[config.mk]
export PLATFORM = sky130hd
export DESIGN_NAME = round_robin_worker_assigner
export DESIGN_NICKNAME = d
export VERILOG_FILES = /design/src/hw/rtl/rrwa_pkg.sv /design/src/hw/rtl/rrwa_cell.sv /design/src/hw/rtl/round_robin_worker_assigner.sv
export SDC_FILE = /design/constraint.sdc
export NUM_CORES = 2
export LEC_CHECK = 0
export ABC_AREA = 1
export BUFFER_PORTS_ARGS = -buffer_cell sky130_fd_sc_hd__buf_2
export CAP_MARGIN = 0
export CORE_ASPECT_RATIO = 0.5
export CORE_MARGIN = 1
export CORE_UTILIZATION = 33
export CTS_BUF_LIST = sky130_fd_sc_hd__clkbuf_2
export CTS_CLUSTER_DIAMETER = 60
export DETAILED_ROUTE_END_ITERATION = 12
export GPL_ROUTABILITY_DRIVEN = 0
export PLACE_DENSITY_LB_ADDON = 0.08
export SYNTH_ARGS = -nofsm -noshare
export SYNTH_HDL_FRONTEND = slang
export SYNTH_HIERARCHICAL = 1
export SYNTH_SLANG_ARGS = --single-unit
[constraint.sdc]
create_clock -name clock -period 18.1 [get_ports clock]
set_input_delay 0.905 -clock clock [delete_from_list [all_inputs] [get_ports clock]]
set_output_delay 0.905 -clock clock [all_outputs]
set_load 0.01 [all_outputs]
[src/hw/rtl/rrwa_pkg.sv]
// Package for the round-robin worker assigner.
// Holds the transaction payload types, the cell chain types and the code constants.
// Depends on nothing; every other file of the block imports it.
package rrwa_pkg;

   localparam int unsigned MaxWorkers = 16;
   localparam int unsigned SlotWidth  = 4;
   localparam int unsigned CountWidth = 5;
   localparam int unsigned OrderWidth = 32;
   localparam int unsigned TaskWidth  = 32;

   localparam logic [CountWidth-1:0] MaxActive = CountWidth'(MaxWorkers);

   typedef enum logic [1:0] {
      OP_ASSIGN     = 2'd0,
      OP_COMPLETE   = 2'd1,
      OP_SET_STATUS = 2'd2
   } op_type;

   typedef enum logic [1:0] {
      ST_AVAILABLE      = 2'd0,
      ST_BUSY           = 2'd1,
      ST_CHARGING       = 2'd2,
      ST_OUT_OF_SERVICE = 2'd3
   } status_type;

   typedef enum logic [2:0] {
      RC_DONE           = 3'd0,
      RC_NO_WORKERS     = 3'd1,
      RC_NONE_AVAILABLE = 3'd2,
      RC_NOT_REGISTERED = 3'd3,
      RC_NOT_BUSY       = 3'd4
   } result_type;

   typedef struct packed {
      logic [1:0]            operation;
      logic [OrderWidth-1:0] order_id;
      logic [SlotWidth-1:0]  worker_slot;
      logic [1:0]            new_status;
   } req_type;

   typedef struct packed {
      logic [2:0]            result_code;
      logic [SlotWidth-1:0]  served_slot;
      logic [OrderWidth-1:0] served_order;
      logic [TaskWidth-1:0]  served_task_count;
      logic [SlotWidth-1:0]  last_assigned_slot;
      logic                  last_assigned_valid;
   } rsp_type;

   typedef struct packed {
      logic high_found;
      logic low_found;
   } search_chain_type;

   typedef struct packed {
      logic [SlotWidth-1:0]  slot;
      logic [1:0]            status;
      logic [OrderWidth-1:0] order;
      logic [TaskWidth-1:0]  tasks;
   } read_chain_type;

endpackage

[src/hw/rtl/rrwa_cell.sv]
// One worker slot of the assigner: status, current order and task count.
// Passes the round-robin search carry and the read bus on to its neighbor.
// Depends on rrwa_pkg.
module rrwa_cell (
   input  logic                                 clock,
   input  logic                                 reset,
   input  logic [rrwa_pkg::SlotWidth-1:0]       slot_index,
   input  logic [rrwa_pkg::CountWidth-1:0]      active_n,
   input  logic [rrwa_pkg::SlotWidth-1:0]       ptr_start,
   input  logic                                 any_high,
   input  logic                                 exec,
   input  rrwa_pkg::req_type                    req,
   input  logic                                 clear_cell,
   input  rrwa_pkg::search_chain_type           search_in,
   output rrwa_pkg::search_chain_type           search_out,
   input  rrwa_pkg::read_chain_type             read_in,
   output rrwa_pkg::read_chain_type             read_out,
   output logic                                 grant,
   output logic [1:0]                           status_out
);
   import rrwa_pkg::*;

   status_type             status_ff, status_in;
   logic [OrderWidth-1:0]  order_ff, order_in;
   logic [TaskWidth-1:0]   tasks_ff, tasks_in;
   logic                   registered, avail, high_req, pick_high, pick_low;
   logic                   is_assign, target;

   assign registered = {1'b0, slot_index} < active_n;
   assign avail      = registered && (status_ff == ST_AVAILABLE);
   assign high_req   = avail && (slot_index >= ptr_start);
   assign pick_high  = high_req && !search_in.high_found;
   assign pick_low   = avail && !search_in.low_found;
   assign is_assign  = (req.operation == OP_ASSIGN);
   assign grant      = is_assign && (any_high ? pick_high : pick_low);
   assign target     = is_assign ? grant : (req.worker_slot == slot_index);

   assign search_out.high_found = search_in.high_found | high_req;
   assign search_out.low_found  = search_in.low_found | avail;

   assign read_out.slot   = read_in.slot | (target ? slot_index : '0);
   assign read_out.status = read_in.status | (target ? 2'(status_ff) : 2'b00);
   assign read_out.order  = read_in.order | (target ? order_ff : '0);
   assign read_out.tasks  = read_in.tasks | (target ? tasks_ff : '0);

   assign status_out = 2'(status_ff);

   always_comb begin
      status_in = status_ff;
      order_in  = order_ff;
      tasks_in  = tasks_ff;
      if (clear_cell) begin
         status_in = ST_AVAILABLE;
         order_in  = '0;
         tasks_in  = '0;
      end else if (exec && target && registered) begin
         case (op_type'(req.operation))
            OP_ASSIGN: begin
               status_in = ST_BUSY;
               order_in  = req.order_id;
               tasks_in  = (tasks_ff == '1) ? tasks_ff : tasks_ff + TaskWidth'(1);
            end
            OP_COMPLETE: begin
               if (status_ff == ST_BUSY) begin
                  status_in = ST_AVAILABLE;
                  order_in  = '0;
               end
            end
            OP_SET_STATUS: begin
               status_in = status_type'(req.new_status);
               if (status_type'(req.new_status) == ST_AVAILABLE) begin
                  order_in = '0;
               end
            end
            default: begin
               status_in = status_ff;
            end
         endcase
      end
   end

   always_ff @(posedge clock) begin
      if (reset) begin
         status_ff <= ST_AVAILABLE;
      end else begin
         status_ff <= status_in;
      end
      order_ff <= order_in;
      tasks_ff <= tasks_in;
   end

endmodule

[src/hw/rtl/round_robin_worker_assigner.sv]
// Top level of the round-robin worker assigner: a chain of worker slot cells,
// the rotating pointer, the last-assignment record and the response register.
// Depends on rrwa_pkg and rrwa_cell.
//
// Requests arrive on the req_ channel (valid/ready) and each one produces exactly
// one response transaction on the rsp_ channel. A request is executed in the cycle
// it is accepted: the round-robin search ripples through the cell chain, the
// chosen or addressed cell updates, and the response is registered. A new request
// can be taken every cycle unless the response stalls; the speed is set by the
// search and read ripple through the sixteen cells.
// The response register holds its transaction while rsp_ready is low; req_ready
// then stays low, so a new request is taken in the same cycle the waiting response
// leaves. csr_write_enable writes the number of registered slots. Newly registered
// slots come up available with no order and zero tasks. The user must make
// writes only while idle; the block does not check it. Reset (synchronous, active
// high) sets the slot count to zero, the pointer and last-assignment record
// to zero, and empties the response register.
module round_robin_worker_assigner (
   input  logic                                clock,
   input  logic                                reset,
   input  logic                                req_valid,
   output logic                                req_ready,
   input  rrwa_pkg::req_type                   req_data,
   output logic                                rsp_valid,
   input  logic                                rsp_ready,
   output rrwa_pkg::rsp_type                   rsp_data,
   input  logic                                csr_write_enable,
   input  logic [rrwa_pkg::CountWidth-1:0]     csr_write_data
);
   import rrwa_pkg::*;

   logic [CountWidth-1:0]  active_n_ff, active_n_in, new_n;
   logic [SlotWidth-1:0]   ptr_ff, ptr_in, ptr_start, last_slot_ff, last_slot_in;
   logic                   last_valid_ff, last_valid_in;
   logic                   rsp_valid_ff, rsp_valid_in;
   rsp_type                rsp_data_ff, rsp_data_in;
   logic                   exec, found, any_high;
   logic [CountWidth-1:0]  grant_next;
   logic [TaskWidth-1:0]   tasks_inc;
   logic [MaxWorkers-1:0]  grant_vec, clear_vec;
   logic [1:0]             status_vec [MaxWorkers];
   search_chain_type       search_chain [MaxWorkers+1];
   read_chain_type         read_chain [MaxWorkers+1];

   assign req_ready = !rsp_valid_ff || rsp_ready;
   assign exec      = req_valid && req_ready;
   assign rsp_valid = rsp_valid_ff;
   assign rsp_data  = rsp_data_ff;

   assign new_n     = (csr_write_data > MaxActive) ? MaxActive : csr_write_data;
   assign ptr_start = ({1'b0, ptr_ff} < active_n_ff) ? ptr_ff : '0;

   assign search_chain[0] = '0;
   assign read_chain[0]   = '0;
   assign any_high = search_chain[MaxWorkers].high_found;
   assign found    = search_chain[MaxWorkers].high_found | search_chain[MaxWorkers].low_found;

   for (genvar i = 0; i < MaxWorkers; i++) begin : g_cell
      assign clear_vec[i] = csr_write_enable && (CountWidth'(i) >= active_n_ff) &&
                            (CountWidth'(i) < new_n);
      rrwa_cell u_cell (
         .clock      (clock),
         .reset      (reset),
         .slot_index (SlotWidth'(i)),
         .active_n   (active_n_ff),
         .ptr_start  (ptr_start),
         .any_high   (any_high),
         .exec       (exec),
         .req        (req_data),
         .clear_cell (clear_vec[i]),
         .search_in  (search_chain[i]),
         .search_out (search_chain[i+1]),
         .read_in    (read_chain[i]),
         .read_out   (read_chain[i+1]),
         .grant      (grant_vec[i]),
         .status_out (status_vec[i])
      );
   end

   assign grant_next = {1'b0, read_chain[MaxWorkers].slot} + CountWidth'(1);
   assign tasks_inc  = (read_chain[MaxWorkers].tasks == '1) ? read_chain[MaxWorkers].tasks :
                       read_chain[MaxWorkers].tasks + TaskWidth'(1);

   always_comb begin
      active_n_in   = active_n_ff;
      ptr_in        = ptr_ff;
      last_slot_in  = last_slot_ff;
      last_valid_in = last_valid_ff;
      rsp_data_in   = rsp_data_ff;
      rsp_valid_in  = rsp_valid_ff && !rsp_ready;

      if (exec) begin
         rsp_valid_in                  = 1'b1;
         rsp_data_in.result_code       = RC_DONE;
         rsp_data_in.served_slot       = '0;
         rsp_data_in.served_order      = '0;
         rsp_data_in.served_task_count = '0;
         case (op_type'(req_data.operation))
            OP_ASSIGN: begin
               if (active_n_ff == '0) begin
                  rsp_data_in.result_code = RC_NO_WORKERS;
               end else if (!found) begin
                  rsp_data_in.result_code = RC_NONE_AVAILABLE;
               end else begin
                  rsp_data_in.served_slot       = read_chain[MaxWorkers].slot;
                  rsp_data_in.served_order      = req_data.order_id;
                  rsp_data_in.served_task_count = tasks_inc;
                  last_slot_in  = read_chain[MaxWorkers].slot;
                  last_valid_in = 1'b1;
                  ptr_in = (grant_next == active_n_ff) ? '0 : grant_next[SlotWidth-1:0];
               end
            end
            OP_COMPLETE, OP_SET_STATUS: begin
               rsp_data_in.served_slot = req_data.worker_slot;
               if ({1'b0, req_data.worker_slot} >= active_n_ff) begin
                  rsp_data_in.result_code = RC_NOT_REGISTERED;
               end else begin
                  rsp_data_in.served_task_count = read_chain[MaxWorkers].tasks;
                  if (op_type'(req_data.operation) == OP_COMPLETE) begin
                     if (read_chain[MaxWorkers].status == ST_BUSY) begin
                        rsp_data_in.served_order = read_chain[MaxWorkers].order;
                     end else begin
                        rsp_data_in.result_code = RC_NOT_BUSY;
                     end
                  end
               end
            end
            default: begin
               rsp_data_in.result_code = RC_DONE;
            end
         endcase
         rsp_data_in.last_assigned_slot  = last_slot_in;
         rsp_data_in.last_assigned_valid = last_valid_in;
      end

      if (csr_write_enable) begin
         active_n_in = new_n;
         if ({1'b0, ptr_in} >= new_n) begin
            ptr_in = '0;
         end
      end
   end

   always_ff @(posedge clock) begin
      if (reset) begin
         active_n_ff   <= '0;
         ptr_ff        <= '0;
         last_slot_ff  <= '0;
         last_valid_ff <= 1'b0;
         rsp_valid_ff  <= 1'b0;
      end else begin
         active_n_ff   <= active_n_in;
         ptr_ff        <= ptr_in;
         last_slot_ff  <= last_slot_in;
         last_valid_ff <= last_valid_in;
         rsp_valid_ff  <= rsp_valid_in;
      end
      rsp_data_ff <= rsp_data_in;
   end

   assert property (@(posedge clock) disable iff (reset)
      $onehot0(grant_vec))
      else $error("More than one worker slot granted.");

   assert property (@(posedge clock) disable iff (reset)
      ptr_ff == '0 || {1'b0, ptr_ff} < active_n_ff)
      else $error("Rotate pointer outside the registered slots.");

   assert property (@(posedge clock) disable iff (reset)
      active_n_ff <= MaxActive)
      else $error("Registered slot count above the slot table size.");

   assert property (@(posedge clock) disable iff (reset)
      exec && req_data.operation == OP_ASSIGN && active_n_ff != '0 && found
      |=> status_vec[last_slot_ff] == ST_BUSY && last_valid_ff)
      else $error("Assigned worker slot is not busy after the assignment.");

   assert property (@(posedge clock) disable iff (reset)
      last_valid_ff |=> last_valid_ff)
      else $error("Last-assignment record lost its valid flag.");

endmodule

==> impl_metrics.json <==
{
  "wirelength_mm": 308,
  "crit_family": "compound AO/OA/AOI/OAI gates",
  "htree_levels": 5,
  "nFillCells": 26800,
  "hold_slack_ps": 251,
  "placementRows": 128,
  "avgSynthCellArea_um2": 6.55,
  "design_area_um2": 87900,
  "cts-root-buf": "clkbuf_2",
  "grt_pass1_wl_mm": 455,
  "p_per_area_nw_per_um2": 65.9,
  "io_pins": 128,
  "min_from": "rsp_ready",
  "path_max_fanout": 62,
  "placed_cell_area_um2": 84700,
  "drive_gt1_frac": 0.114,
  "clockBufferDepth": 4,
  "rsz0062_at_grt": "no",
  "finalSetupViolCount": 0,
  "start_kind": "flip-flop",
  "hold_violations": 0,
  "gr-total-overflow": 0,
  "nets": 13000,
  "crit_buf_inv": 25,
  "routed_via_density": 4.82,
  "period_needed_ps": 11370,
  "tritoncts": "yes",
  "slew_headroom": 0.235,
  "wl_per_cell_um": 19.0,
  "regArea_um2": 23700,
  "fmax_ghz": 0.0880,
  "die_w_um": 704,
  "grt_pass1_vias": 71100,
  "cp-startpoint": "active_n_ff[2]$_SDFFE_PP0P_",
  "p_leak_nw": 39.7,
  "dr.pass1.iters": 8,
  "cp-end-kind": "flip-flop",
  "antenna_left": 0,
  "clock_latency_ps": 1620,
  "timing.final.crit_share": 0.628,
  "die-height_um": 353,
  "io_buffers": 127,
  "finClkSkew_ps": 189,
  "dieArea_um2": 248000,
  "worst-path-stages": 80,
  "numCtsBuffers": 315,
  "grt_antenna_before_repair": 20,
  "timing.final.max_slew_violations": 0,
  "grt_max_degree": 71,
  "holdPathEnd": "rsp_valid$_SDFF_PP0_",
  "r2r_end": "rsp_data[17]$_DFFE_PP_",
  "multi_input_area_um2": 46900,
  "worstPathRequired_ps": 19330,
  "coreArea_um2": 244000,
  "rr_worst_depth": 80,
  "tightest_slew_ps": 1140,
  "crit_arrival_ps": 12590,
  "clkSinkCount": 1147,
  "finalPower_w": 0.00579,
  "vdd_drop_max_v": 0.0000387,
  "netlist_instances": 12400,
  "min_path_cells": 5,
  "cpMaxStageDelayCell": "buf_4",
  "drc": 0,
  "num_vias": 78100,
  "min_path_type": "in -> reg",
  "gr-usage-all-layers": 0.239,
  "max-cap-violations": 0,
  "crit_top_cell": "nand2_1",
  "yosys_warnings": 6,
  "fin_setup_tns_ps": 0,
  "hpwl_mm": 226,
  "status": "finished, final reports clean",
  "crit_path_max_incr_delay_ps": 670,
  "syn_area_um2": 81200,
  "rr_startpoint": "active_n_ff[2]$_SDFFE_PP0P_",
  "rrSetupSlack_ps": 6730,
  "drt_iter0_markers": 6659,
  "worst_slack_ps": 6730,
  "cts_setup_buffers": 0,
  "start_util": 0.333,
  "dp_worst_setup_slack_ps": 6760,
  "critPathKind": "reg -> reg",
  "clk_pin_slew_ps": 110,
  "synthToLayoutAreaGrowth_pct": 8.17
}
-- metrics by stage --
| stage | util | instances |
|---|---|---|
| 6_report | 0.360 | 16200 |
| 5_1_grt | 0.360 | 16200 |
| 4_1_cts | 0.360 | 16200 |
| 3_5_place_dp | 0.347 | 15600 |
| 3_3_place_gp | 0.347 | 15600 |
| 2_1_floorplan | - | 12700 |
-- state kept, by name, summed over array words and instances (netlist names) --
signal / cells
last_valid_ff: 1
g_cell.u_cell/tasks_ff: 512
rsp_valid: 1
g_cell.u_cell/status_out: 32
g_cell.u_cell/order_ff: 512
ptr_ff: 4
rsp_data: 76
active_n_ff: 5
last_slot_ff: 4
-- report_power, final --
group          total (W)  leakage [nW]  switching, W  internal [W]
Clock            0.00198          2.15       0.00127      0.000711
Sequential       0.00267          9.41     0.0000322       0.00263
Combinational    0.00114          28.1      0.000802      0.000343
-- routing by layer --
metal | wire (um) | GRT usage | vias to the layer above
met1 | 156000 | 0.357 | 36000
met4 | 10200 | 0.0779 | 2
met2 | 126000 | 0.351 | 1968
li1 | - | - | 39600
met5 | 13 | 0 | -
met3 | 16200 | 0.0332 | 482
-- worst reg2reg max path: cells and delay by family, from the launching register on --
kind / cells / cell delay (ps)
adder cells (fa/ha/maj): 2 / 620
AO/OA/AOI/OAI: 20 / 3860
flip-flops: 1 / 320
AND/OR/NAND/NOR: 33 / 2960
buffers and inverters: 25 / 3300
-- worst max-delay path by stage --
stage                     slack (ps)                endpoint
final                           6730  rsp_data[17]$_DFFE_PP_
after global routing            5660  rsp_data[20]$_DFFE_PP_
after CTS                       6800  rsp_data[17]$_DFFE_PP_
after detailed placement        6760  rsp_data[16]$_DFFE_PP_
after global placement          6740  rsp_data[24]$_DFFE_PP_
after floorplan                 8630    ptr_ff[0]$_SDFF_PP0_
-- layout make-up --
type	count	area share
antenna	6	0.000171
clock buffer	484	0.0276
clock inverter	54	0.00273
inverter	2332	0.0997
multi-input combinational	8679	0.533
sequential	1147	0.270
tap	3250	0.0463
timing repair buffer	263	0.0203
-- placed cells by master (no fill, tap or decap), types with 179 or more instances in the layout --
cell type,instances
nand2_1,2685
inv_1,2031
nor2_1,1794
o21bai_1,1433
dfxtp_1,1069
a21oi_1,650
clkbuf_2,484
nand4_1,342
nand3_1,285
conb_1,265
ha_1,207
nand4_2,184
inv_2,179
-- timing repair --
| item | 4_1_cts | 5_1_grt |
|---|---|---|
| hold endpoints to repair | 615 | 0 |
| hold buffers | 49 | 0 |
| resized for setup | 0 | 0 |
Note: power is estimated with default switching activity, not from simulation.
